[config.mk]
export PLATFORM = sky130hd
export DESIGN_NAME = alarm_event_qualifier_unit
export DESIGN_NICKNAME = d
export VERILOG_FILES = /design/src/sv/aeq_pkg.sv /design/src/sv/alarm_event_qualifier_unit.sv
export SDC_FILE = /design/constraint.sdc
export NUM_CORES = 1
export LEC_CHECK = 0
export BUFFER_PORTS_ARGS = -buffer_cell sky130_fd_sc_hd__buf_2
export CAP_MARGIN = 20
export CORE_MARGIN = 2
export CORE_UTILIZATION = 58
export DETAILED_ROUTE_END_ITERATION = 12
export PLACE_DENSITY_LB_ADDON = 0.15
export SLEW_MARGIN = 20
export SYNTH_ARGS = -nofsm -noshare
export SYNTH_HDL_FRONTEND = slang
export SYNTH_SLANG_ARGS = --single-unit
[constraint.sdc]
create_clock -name clk -period 9.6 [get_ports clk]
set_clock_uncertainty 0.1 [all_clocks]
set_input_delay 0.48 -clock clk [delete_from_list [all_inputs] [get_ports clk]]
set_output_delay 0.48 -clock clk [all_outputs]
set_load 0.1 [all_outputs]
[src/sv/aeq_pkg.sv]
// aeq_pkg: shared types and constants of the alarm event qualifier
// request and result payload structs, register indexes, reset values
// no dependencies
package aeq_pkg;

	localparam int unsigned NUM_CH  = 4;
	localparam int unsigned FIRE_CH = 3;

	// register indexes on the configuration port
	localparam logic [2:0] REG_DETECT_ENABLE     = 3'd0;
	localparam logic [2:0] REG_AUTO_WARN         = 3'd1;
	localparam logic [2:0] REG_TRIGGER_THRESHOLD = 3'd2;
	localparam logic [2:0] REG_FIRE_THRESHOLD    = 3'd3;
	localparam logic [2:0] REG_HOLDOFF_LIMIT     = 3'd4;
	localparam logic [2:0] REG_SIREN_HOLD_FRAMES = 3'd5;

	// register reset values
	localparam logic [7:0] RST_TRIGGER_THRESHOLD = 8'd5;
	localparam logic [7:0] RST_FIRE_THRESHOLD    = 8'd1;
	localparam logic [7:0] RST_HOLDOFF_LIMIT     = 8'd100;
	localparam logic [7:0] RST_SIREN_HOLD_FRAMES = 8'd65;

	localparam logic [7:0] CNT_MAX = 8'hFF;

	typedef struct packed {
		logic       frame_valid;
		logic [3:0] detect_flags;
		logic [3:0] window_open;
	} item_t;

	typedef struct packed {
		logic [3:0] report_bits;
		logic       siren_on;
		logic       siren_off;
		logic [3:0] latched_bits;
	} result_t;

endpackage

[src/sv/alarm_event_qualifier_unit.sv]
// alarm_event_qualifier_unit: per-frame qualification of four alarm channels
// a result is registered in the output register, or in the skid entry while the output is stalled
// throughput: one request per cycle while item_stall is low; a two-deep result buffer absorbs one stalled result
// reset: arst_n asynchronous active low clears all counters and latches,
// loads the register reset values and empties the result buffer
// depends on aeq_pkg
module alarm_event_qualifier_unit (
	input  logic                clk,
	input  logic                arst_n,
	// configuration write port
	input  logic                cfg_we,
	input  logic [2:0]          cfg_index,
	input  logic [7:0]          cfg_wdata,
	// request channel, one request per video frame
	input  logic                item_valid,
	output logic                item_stall,
	input  aeq_pkg::item_t      item,
	// result channel
	output logic                result_valid,
	input  logic                result_stall,
	output aeq_pkg::result_t    result
);

	// configuration registers
	logic [3:0] det_en_q;
	logic [3:0] auto_warn_q;
	logic [7:0] trig_thr_q;
	logic [7:0] fire_thr_q;
	logic [7:0] holdoff_lim_q;
	logic [7:0] siren_hold_q;

	// channel and siren state
	logic [7:0] trig_cnt_q [aeq_pkg::NUM_CH];
	logic [7:0] hold_cnt_q [aeq_pkg::NUM_CH];
	logic [3:0] latched_q;
	logic [7:0] trig_total_q;
	logic [7:0] last_seen_q;
	logic [7:0] quiet_q;

	// result buffer: output register plus skid entry
	aeq_pkg::result_t res_q;
	aeq_pkg::result_t skd_q;
	logic             res_vld_q;
	logic             skd_vld_q;

	// next-state values
	logic [7:0] trig_cnt_d [aeq_pkg::NUM_CH];
	logic [7:0] hold_cnt_d [aeq_pkg::NUM_CH];
	logic [3:0] latched_d;
	logic [7:0] trig_total_d;
	logic [7:0] last_seen_d;
	logic [7:0] quiet_d;
	aeq_pkg::result_t res_d;

	logic accept;
	logic pop;

	function automatic logic [7:0] sat_inc(input logic [7:0] v);
		sat_inc = (v == aeq_pkg::CNT_MAX) ? aeq_pkg::CNT_MAX : v + 8'd1;
	endfunction

	assign accept     = item_valid && !item_stall;
	assign pop        = res_vld_q && !result_stall;
	// the skid entry is the only place left for a new result
	assign item_stall = skd_vld_q;

	assign result_valid = res_vld_q;
	assign result       = res_q;

	// ------------------------------------------------------------------
	// one frame of work, all from the current state and the request
	// ------------------------------------------------------------------
	always_comb begin
		logic [3:0] lat1;
		logic [7:0] hinc;
		logic [7:0] tt1;
		logic [7:0] cnt1;
		logic [7:0] thr;
		logic [2:0] warn_n;
		logic [8:0] tt_sum;
		logic [3:0] report;
		logic       on;
		logic       off;

		lat1        = latched_q;
		hinc        = '0;
		cnt1        = '0;
		thr         = '0;
		warn_n      = '0;
		report      = '0;
		on          = 1'b0;
		off         = 1'b0;
		tt1         = trig_total_q;
		last_seen_d = last_seen_q;
		quiet_d     = quiet_q;

		// hold-off aging: latched channels count frames until released
		for (int c = 0; c < aeq_pkg::NUM_CH; c++) begin
			hold_cnt_d[c] = hold_cnt_q[c];
			trig_cnt_d[c] = trig_cnt_q[c];
			if (latched_q[c]) begin
				hinc = sat_inc(hold_cnt_q[c]);
				if (hinc > holdoff_lim_q) begin
					lat1[c]       = 1'b0;
					hold_cnt_d[c] = '0;
				end else begin
					hold_cnt_d[c] = hinc;
				end
			end
		end

		// siren hold timer, idle while nothing has triggered
		if (trig_total_q != 8'd0) begin
			if (last_seen_q == trig_total_q) begin
				quiet_d = sat_inc(quiet_q);
			end else begin
				last_seen_d = trig_total_q;
				quiet_d     = '0;
			end
			if (quiet_d >= siren_hold_q) begin
				off         = 1'b1;
				tt1         = '0;
				last_seen_d = '0;
				quiet_d     = '0;
			end
		end

		// qualification on valid frames only
		latched_d = lat1;
		if (item.frame_valid) begin
			for (int c = 0; c < aeq_pkg::NUM_CH; c++) begin
				thr = (c == aeq_pkg::FIRE_CH) ? fire_thr_q : trig_thr_q;
				if (det_en_q[c] && item.window_open[c]) begin
					cnt1 = (item.detect_flags[c] && !lat1[c]) ?
						sat_inc(trig_cnt_q[c]) : trig_cnt_q[c];
					if (cnt1 > thr && !lat1[c]) begin
						report[c]     = 1'b1;
						latched_d[c]  = 1'b1;
						trig_cnt_d[c] = '0;
						if (auto_warn_q[c]) begin
							on     = 1'b1;
							warn_n = warn_n + 3'd1;
						end
					end else begin
						trig_cnt_d[c] = cnt1;
					end
				end else begin
					// channel out of play: count and latch dropped, hold-off kept
					trig_cnt_d[c] = '0;
					latched_d[c]  = 1'b0;
				end
			end
		end

		// at most four increments, so one saturating add covers them all
		tt_sum       = {1'b0, tt1} + {6'd0, warn_n};
		trig_total_d = tt_sum[8] ? aeq_pkg::CNT_MAX : tt_sum[7:0];

		res_d.report_bits  = report;
		res_d.siren_on     = on;
		res_d.siren_off    = off;
		res_d.latched_bits = latched_d;
	end

	// ------------------------------------------------------------------
	// configuration registers
	// ------------------------------------------------------------------
	always_ff @(posedge clk or negedge arst_n) begin
		if (!arst_n) begin
			det_en_q      <= '0;
			auto_warn_q   <= '0;
			trig_thr_q    <= aeq_pkg::RST_TRIGGER_THRESHOLD;
			fire_thr_q    <= aeq_pkg::RST_FIRE_THRESHOLD;
			holdoff_lim_q <= aeq_pkg::RST_HOLDOFF_LIMIT;
			siren_hold_q  <= aeq_pkg::RST_SIREN_HOLD_FRAMES;
		end else if (cfg_we) begin
			case (cfg_index)
				aeq_pkg::REG_DETECT_ENABLE:     det_en_q      <= cfg_wdata[3:0];
				aeq_pkg::REG_AUTO_WARN:         auto_warn_q   <= cfg_wdata[3:0];
				aeq_pkg::REG_TRIGGER_THRESHOLD: trig_thr_q    <= cfg_wdata;
				aeq_pkg::REG_FIRE_THRESHOLD:    fire_thr_q    <= cfg_wdata;
				aeq_pkg::REG_HOLDOFF_LIMIT:     holdoff_lim_q <= cfg_wdata;
				aeq_pkg::REG_SIREN_HOLD_FRAMES: siren_hold_q  <= cfg_wdata;
				default: ; // unknown index, write dropped
			endcase
		end
	end

	// ------------------------------------------------------------------
	// channel and siren state, advanced once per accepted request
	// ------------------------------------------------------------------
	always_ff @(posedge clk or negedge arst_n) begin
		if (!arst_n) begin
			for (int c = 0; c < aeq_pkg::NUM_CH; c++) begin
				trig_cnt_q[c] <= '0;
				hold_cnt_q[c] <= '0;
			end
			latched_q    <= '0;
			trig_total_q <= '0;
			last_seen_q  <= '0;
			quiet_q      <= '0;
		end else if (accept) begin
			for (int c = 0; c < aeq_pkg::NUM_CH; c++) begin
				trig_cnt_q[c] <= trig_cnt_d[c];
				hold_cnt_q[c] <= hold_cnt_d[c];
			end
			latched_q    <= latched_d;
			trig_total_q <= trig_total_d;
			last_seen_q  <= last_seen_d;
			quiet_q      <= quiet_d;
		end
	end

	// ------------------------------------------------------------------
	// result buffer: skid entry fills only while the output is stalled
	// ------------------------------------------------------------------
	always_ff @(posedge clk or negedge arst_n) begin
		if (!arst_n) begin
			res_vld_q <= 1'b0;
			skd_vld_q <= 1'b0;
		end else begin
			if (!res_vld_q || pop) begin
				if (skd_vld_q) begin
					res_vld_q <= 1'b1;
					skd_vld_q <= accept;
				end else begin
					res_vld_q <= accept;
				end
			end else if (accept) begin
				skd_vld_q <= 1'b1;
			end
		end
	end

	// payload, no reset needed
	always_ff @(posedge clk) begin
		if (!res_vld_q || pop) begin
			if (skd_vld_q) begin
				res_q <= skd_q;
				if (accept) begin
					skd_q <= res_d;
				end
			end else if (accept) begin
				res_q <= res_d;
			end
		end else if (accept) begin
			skd_q <= res_d;
		end
	end

`ifndef NO_ASSERTIONS
	// the skid entry never holds a result ahead of an empty output register
	a_skid_order: assert property (@(posedge clk) disable iff (!arst_n)
		skd_vld_q |-> res_vld_q)
		else $error("skid entry valid with output register empty");

	// a reporting channel is latched in the same result
	a_report_latched: assert property (@(posedge clk) disable iff (!arst_n)
		result_valid |-> ((result.report_bits & ~result.latched_bits) == 4'd0))
		else $error("reported channel not latched");

	// siren-on only comes with a report
	a_siren_on_report: assert property (@(posedge clk) disable iff (!arst_n)
		(result_valid && result.siren_on) |-> (result.report_bits != 4'd0))
		else $error("siren on without any report");

	// an idle siren timer carries no stale quiet count
	a_timer_idle: assert property (@(posedge clk) disable iff (!arst_n)
		(trig_total_q == 8'd0) |-> (quiet_q == 8'd0 && last_seen_q == 8'd0))
		else $error("siren timer state left over while idle");
`endif

endmodule
Word level (Yosys, flattened, before mapping). Index checks and enable logic that the tools add are counted.

Input port bits: 25. Output and inout port bits: 12. Flip-flop bits (word level): 154. Word-level logic and storage cells: 207.

Reduce and logical (&&, ||, !) cells: 40. Magnitude comparators: 9. $add $sub $neg: 13. Equality and inequality tests: 17. Muxes and demuxes: 100.

Operators with widths (count): $mux W8 (33); $add A8 B1 Y8 const B (9); $eq A8 B8 Y1 const B (9); $gt A8 B8 Y1 (8); $mux W10 (5); $mux W1 (47); $mux W3 (13); $reduce_and A2 Y1 (13); $logic_and A1 B1 Y1 (14); $add A3 B1 Y3 const B (3); $add A8 B3 Y9 (1); $eq A8 B8 Y1 (1); $ge A8 B8 Y1 (1); $mux W4 (2); $reduce_bool A8 Y1 (1); $logic_not A1 Y1 (7); $eq A3 B2 Y1 const B (2); $eq A3 B3 Y1 const B (2); $reduce_bool A2 Y1 (2); $eq A3 B1 Y1 const B (1); $logic_not A3 Y1 (1); $reduce_and A3 Y1 (1); $ne A2 B1 Y1 const B (1); $ne A2 B2 Y1 const B (1); $logic_or A1 B1 Y1 (1).

Longest topological paths before layout.
Depth after elaboration: 30. Gate-level depth with buffers: 35. Gate-level depth less buffers: 35.

Worst setup path after synthesis. No wires, ideal clock.

Path type: register to register. Start: register hold_cnt_q[24] (netlist name). End: register trig_total_q[5]. Required time: 9.418 ns. Buffers on the path: 1. Setup time: 0.082 ns. Path slack: 2.484 ns. Stages on the path, launching flop included: 33. Period minus slack after synthesis: 7.116 ns. Arrival time: 6.934 ns. Cell sequence: dfrtp_1 ha_1 and3_1 and3_1 nand3b_1 o21a_1 ha_1 nand4_1 a211o_2 a31oi_4 and3_1 buf_2 and2_1 mux2_1 ha_1 nand4_1 a21oi_1 o22ai_2 nor3b_2 inv_1 ha_1 mux2_4 ha_1 nand2_1 o21ai_0 ha_1 o211ai_1 fa_1 nor2b_1 o21ai_0 a2111oi_2 a41oi_1 o22ai_1.

Word-level cells in the longest chain between the ends: 30. Elaborated cells between the ends (all ways): 31. Those cells by class: add/sub (5); order compare (2); eq/ne (1); mux (20); reduce/logical (3).

Ends and longest elaborated chain: start: declaration (RTL line alarm_event_qualifier_unit.sv:34) `logic [7:0] hold_cnt_q [aeq_pkg::NUM_CH];`; start signal: indexed assignment (RTL line alarm_event_qualifier_unit.sv:205) `hold_cnt_q[c] <= hold_cnt_d[c];`; $add A8 B1 Y8 / $eq A8 B8 Y1 (equally long branches) (RTL line alarm_event_qualifier_unit.sv:59) `sat_inc = (v == aeq_pkg::CNT_MAX) ? aeq_pkg::CNT_MAX : v + 8'd1;`; $mux W8 (*) (RTL line alarm_event_qualifier_unit.sv:59); $gt A8 B8 Y1 (*) (RTL line alarm_event_qualifier_unit.sv:103) `if (hinc > holdoff_lim_q) begin`; $mux W1 (*) (RTL line alarm_event_qualifier_unit.sv:103); $mux W1 (*) (RTL line alarm_event_qualifier_unit.sv:101) `if (latched_q[c]) begin`; $logic_not A1 Y1 (*) (RTL line alarm_event_qualifier_unit.sv:134, alarm_event_qualifier_unit.sv:136); $logic_and A1 B1 Y1 (RTL line alarm_event_qualifier_unit.sv:134) `cnt1 = (item.detect_flags[c] && !lat1[c]) ?`; $mux W8 (RTL line alarm_event_qualifier_unit.sv:134); [14 not listed]; $mux W3 (*) (RTL line alarm_event_qualifier_unit.sv:130) `if (item.frame_valid) begin`; $add A3 B1 Y3 (RTL line alarm_event_qualifier_unit.sv:142) `warn_n = warn_n + 3'd1;`; $mux W3 (RTL line alarm_event_qualifier_unit.sv:140) `if (auto_warn_q[c]) begin`; $mux W3 (RTL line alarm_event_qualifier_unit.sv:136) `if (cnt1 > thr && !lat1[c]) begin`; $mux W3 (*) (RTL line alarm_event_qualifier_unit.sv:133) `if (det_en_q[c] && item.window_open[c]) begin`; $mux W3 (*) (RTL line alarm_event_qualifier_unit.sv:130); $add A8 B3 Y9 (*) (RTL line alarm_event_qualifier_unit.sv:156) `tt_sum = {1'b0, tt1} + {6'd0, warn_n};`; $mux W8 (*) (RTL line alarm_event_qualifier_unit.sv:157) `trig_total_d = tt_sum[8] ? aeq_pkg::CNT_MAX : tt_sum[7:0];`; end signal: assignment (RTL line alarm_event_qualifier_unit.sv:208) `trig_total_q <= trig_total_d;`; end: declaration (RTL line alarm_event_qualifier_unit.sv:36) `logic [7:0] trig_total_q;`.

Mark *: on every way between the ends. The rest lies on a longest branch, timed or not. The select of a mux whose other input is x is not followed. A chain may end at the register's enable or synchronous reset.

Final worst setup path. Ends and elaborated chain as after synthesis.

==> results by group <==
Setup path
  • Reg-to-reg slack, setup: approximately 1.7 ns
  • Worst path most repeated cell: ha_1
  • Worst R2R End: trig_total_q[5]
  • Crit Path Max Fanout: 10
  • Critical path class: reg2reg
  • Reg2Reg Depth: 32
  • CP endpoint: trig_total_q[5]
  • Worst R2R Start: hold_cnt_q[24]
  • Crit path launch: hold_cnt_q[24]
  • Worst path max stage delay: 0.64 ns
  • Worst path required time: roughly 10 ns
  • Kind of end point of the critical path: flip-flop
  • WP data arrival: 8.11 ns
  • CP max stage cell: a2111oi_2
  • CP startpoint kind: flip-flop

Logic synthesis
  • Syn avg cell area: ~9.3 µm²
  • Netlist cell types: 80
  • Ys async rst share: between 80 and 90%
  • Flops & latches, synth: roughly 150
  • Yosys synthesis warning count: 0
  • Register area share after synthesis: slightly below 40%
  • Top cells by area, synth: dfrtp_1, ha_1, edfxtp_1
  • Post-synth top area share: 31.4%
  • Syn nets: about 1,200
  • Post-synth top flop: dfrtp_1
  • Syn Inst Count: between 1,000 and 1,500
  • Area leader, netlist: dfrtp_1
  • Area of the mapped netlist: around 10,000 µm²
  • Post-synth EDFFs: 20

STA
  • Final setup vio count: 0
  • Final WS setup: around 1.7 ns
  • Fin. Hold Viols: 0
  • Worst-margin pin slew: ~1.1 ns
  • Final min period: 7.87 ns
  • Setup TNS: 0 ns
  • Crit share post-route: 82.0%
  • Final Max Tran Viols: 0
  • F_max: about 130 MHz
  • Relative slew margins: 28.6%
  • WHS: about 0.027 ns
  • RSZ-0062 raised after global routing: false

Layout
  • Final net count: 1,216
  • Layout cells sized above 1: 13.0%
  • Antenna diodes: 0
  • Area grow syn2layout: 9.10%
  • Final design utilization: around 64%

Place
  • RePlAce Congestion: between 0.8 and 0.9
  • HPWL Detailed: roughly 17,000 µm
  • Dpl ws: approximately 1.8 ns
  • Buffers on Ports: 36

CTS
  • Post-CTS sizing: 0
  • CTS tree: yes
  • Hold bufs inserted after CTS: 0
  • Clock Path Buffers: 2
  • # clock sinks: 154
  • H-tree levels: 4
  • Worst-Skew Late Latency: between 0.4 and 0.5 ns
  • Clk pin slew, worst setup/hold paths: about 0.060 ns
  • Num CTS Buffers: 17
  • Post-CTS setup buffer count: 0
  • Clock root cell: clkbuf_16

Floorplan
  • I/O pin count: 37
  • Die ar.: between 15,000 and 20,000 µm²
  • Die Wd: between 100 and 150 µm
  • Die Ht: around 140 µm
  • Row count: 48
  • Core area: 17,100 µm²
  • Initial core utilization: 58.6%

Detailed routing
  • Final ANT Viol Nets: 0
  • Metal1 wirelength: around 11,000 µm
  • DR iter-0 viols: slightly below 600
  • DRT Pass-1 Iters: 5
  • # DRC: 0
  • Via/cell ratio: 5.98
  • DR WL met3: approximately 990 µm
  • Vias: between 8,000 and 9,000
  • DRT Wirelength: about 23,000 µm
  • Routed WL per cell: about 17 µm
  • Top layer in use: met4
  • Detail Route met2 WL: between 10,000 and 15,000 µm

Outcome
  • Status: complete, no violations

Global route
  • First-pass GRT wire length: roughly 37,000 µm
  • GRT Util Overall: 26.1%
  • Largest net degree at the start of global routing: 90
  • Vias in the first global route: roughly 7,500
  • Initial antenna violation count: 0
  • Overflow after GRT: 0

Power and ir drop
  • Pleak: approximately 5.2 nW
  • Peak supply drop: between 0.15 and 0.2 mV
  • Pwr/cell area: approximately 180 nW/µm²

Run
  • Max-cap violations: 0

Min path
  • Class of the worst hold path: in2async
==> Yosys cell counts (3+ instances only) <==
library cell,instances
o22ai_1,4
buf_2,12
xor2_1,15
and2_1,18
dfstp_2,8
clkbuf_1,22
nor2_1,43
a21oi_1,88
o2bb2ai_1,3
inv_1,55
nand2b_1,7
nor4_1,3
nor2b_1,20
o21a_1,6
xnor2_1,14
and3_1,31
nor3_1,6
nand4_1,24
ha_1,87
nand3_1,48
a22o_1,15
edfxtp_1,20
nor3b_1,14
a21boi_0,3
or3_1,3
o22a_1,6
mux2_2,38
o211ai_1,8
a21o_1,17
nand2_1,150
o21ai_0,69
a31oi_1,20
o31ai_1,10
o21ai_1,4
mux2i_1,4
dfrtp_1,126
==> area by class of cell <==
| cell class | count | area (µm²) |
|---|---|---|
| inverter | 55 | 206 |
| fill | 1448 | 6170 |
| sequential | 154 | 3960 |
| clock inverter | 13 | 130 |
| tap | 225 | 282 |
| multi-input combinational | 835 | 5720 |
| timing repair buffer | 40 | 216 |
| clock buffer | 19 | 433 |
==> layout by cell type, fill, tap and decap left out, types with 7 or more instances in the layout <==
cell and n:
nor2b_1 19, and2_1 18, and3_1 31, nor2_1 43, xor2_1 15, inv_1 55, o211ai_1 8, nand2_1 150
dfrtp_1 126, nor3b_1 14, a21oi_1 88, ha_1 87, nand3_1 48, nand4_1 24, clkbuf_16 17, a21o_1 17
a31oi_1 20, dfstp_2 8, edfxtp_1 20, a22o_1 15, mux2_2 38, nand2b_1 7, buf_2 35, o31ai_1 10
xnor2_1 14, o21ai_0 69
==> metrics by stage <==
| stage | instance area, µm² | std cells | total power [mW] |
|---|---|---|---|
| floorplan | 10000 | 1080 | 1.22 |
| global placement | 10400 | 1309 | 1.35 |
| CTS | 10900 | 1341 | 2.02 |
| global route | 10900 | 1341 | 2.13 |
| detailed placement | 10400 | 1309 | 1.37 |
| finish | 10900 | 1341 | 2.01 |
==> cell families after synthesis <==
logic type	share of synthesized area, %
AOI/OAI and AO/OA	18.7
xor gates and xnor gates	2.77
adders and majority gates	11.0
buffers and inverters	3.55
DFF	39.5
muxes	4.92
and+or+nand+nor	19.5
==> state kept, by name (all words and copies together) (netlist names) <==
name	flops
result_valid	1
hold_cnt_q	32
trig_cnt_q	32
auto_warn_q	4
fire_thr_q	8
latched_q	4
quiet_q	8
skd_q	10
det_en_q	4
result	10
trig_total_q	8
last_seen_q	8
holdoff_lim_q	8
siren_hold_q	8
trig_thr_q	8
item_stall	1
==> worst max-delay path, delay by kind of cell, from the launching register on <==
family / cells / cell delay [ns]
compound gates: 11 / 2.44
fa+ha+maj: 7 / 2.18
simple gates: 11 / 1.96
mux: 2 / 0.62
flops: 1 / 0.41
buf+inv: 1 / 0.08
==> how the worst min path moves through the flow <==
stage                         from              to  slack (ns)
floorplan                   arst_n  auto_warn_q[0]        0.08
detailed placement   hold_cnt_q[1]   hold_cnt_q[1]        0.39
CTS                         arst_n  trig_cnt_q[13]        0.06
finish                      arst_n  trig_cnt_q[13]        0.03
global route                arst_n  trig_cnt_q[13]         0.1
global placement    auto_warn_q[3]  auto_warn_q[3]        0.38
==> power breakdown <==
group	switching [mW]	total [mW]	internal, mW
clock network	0.293	0.656	0.363
logic	0.339	0.550	0.211
registers	0.0614	0.808	0.747
==> metal layers <==
layer  up-vias  global-route usage [%]
li1       3985                       -
met1      3830                    35.7
met2       173                    42.6
met3        30                    4.71
met4         0                    7.81
met5         -                       0
Note: power is estimated with default switching activity, not from simulation.
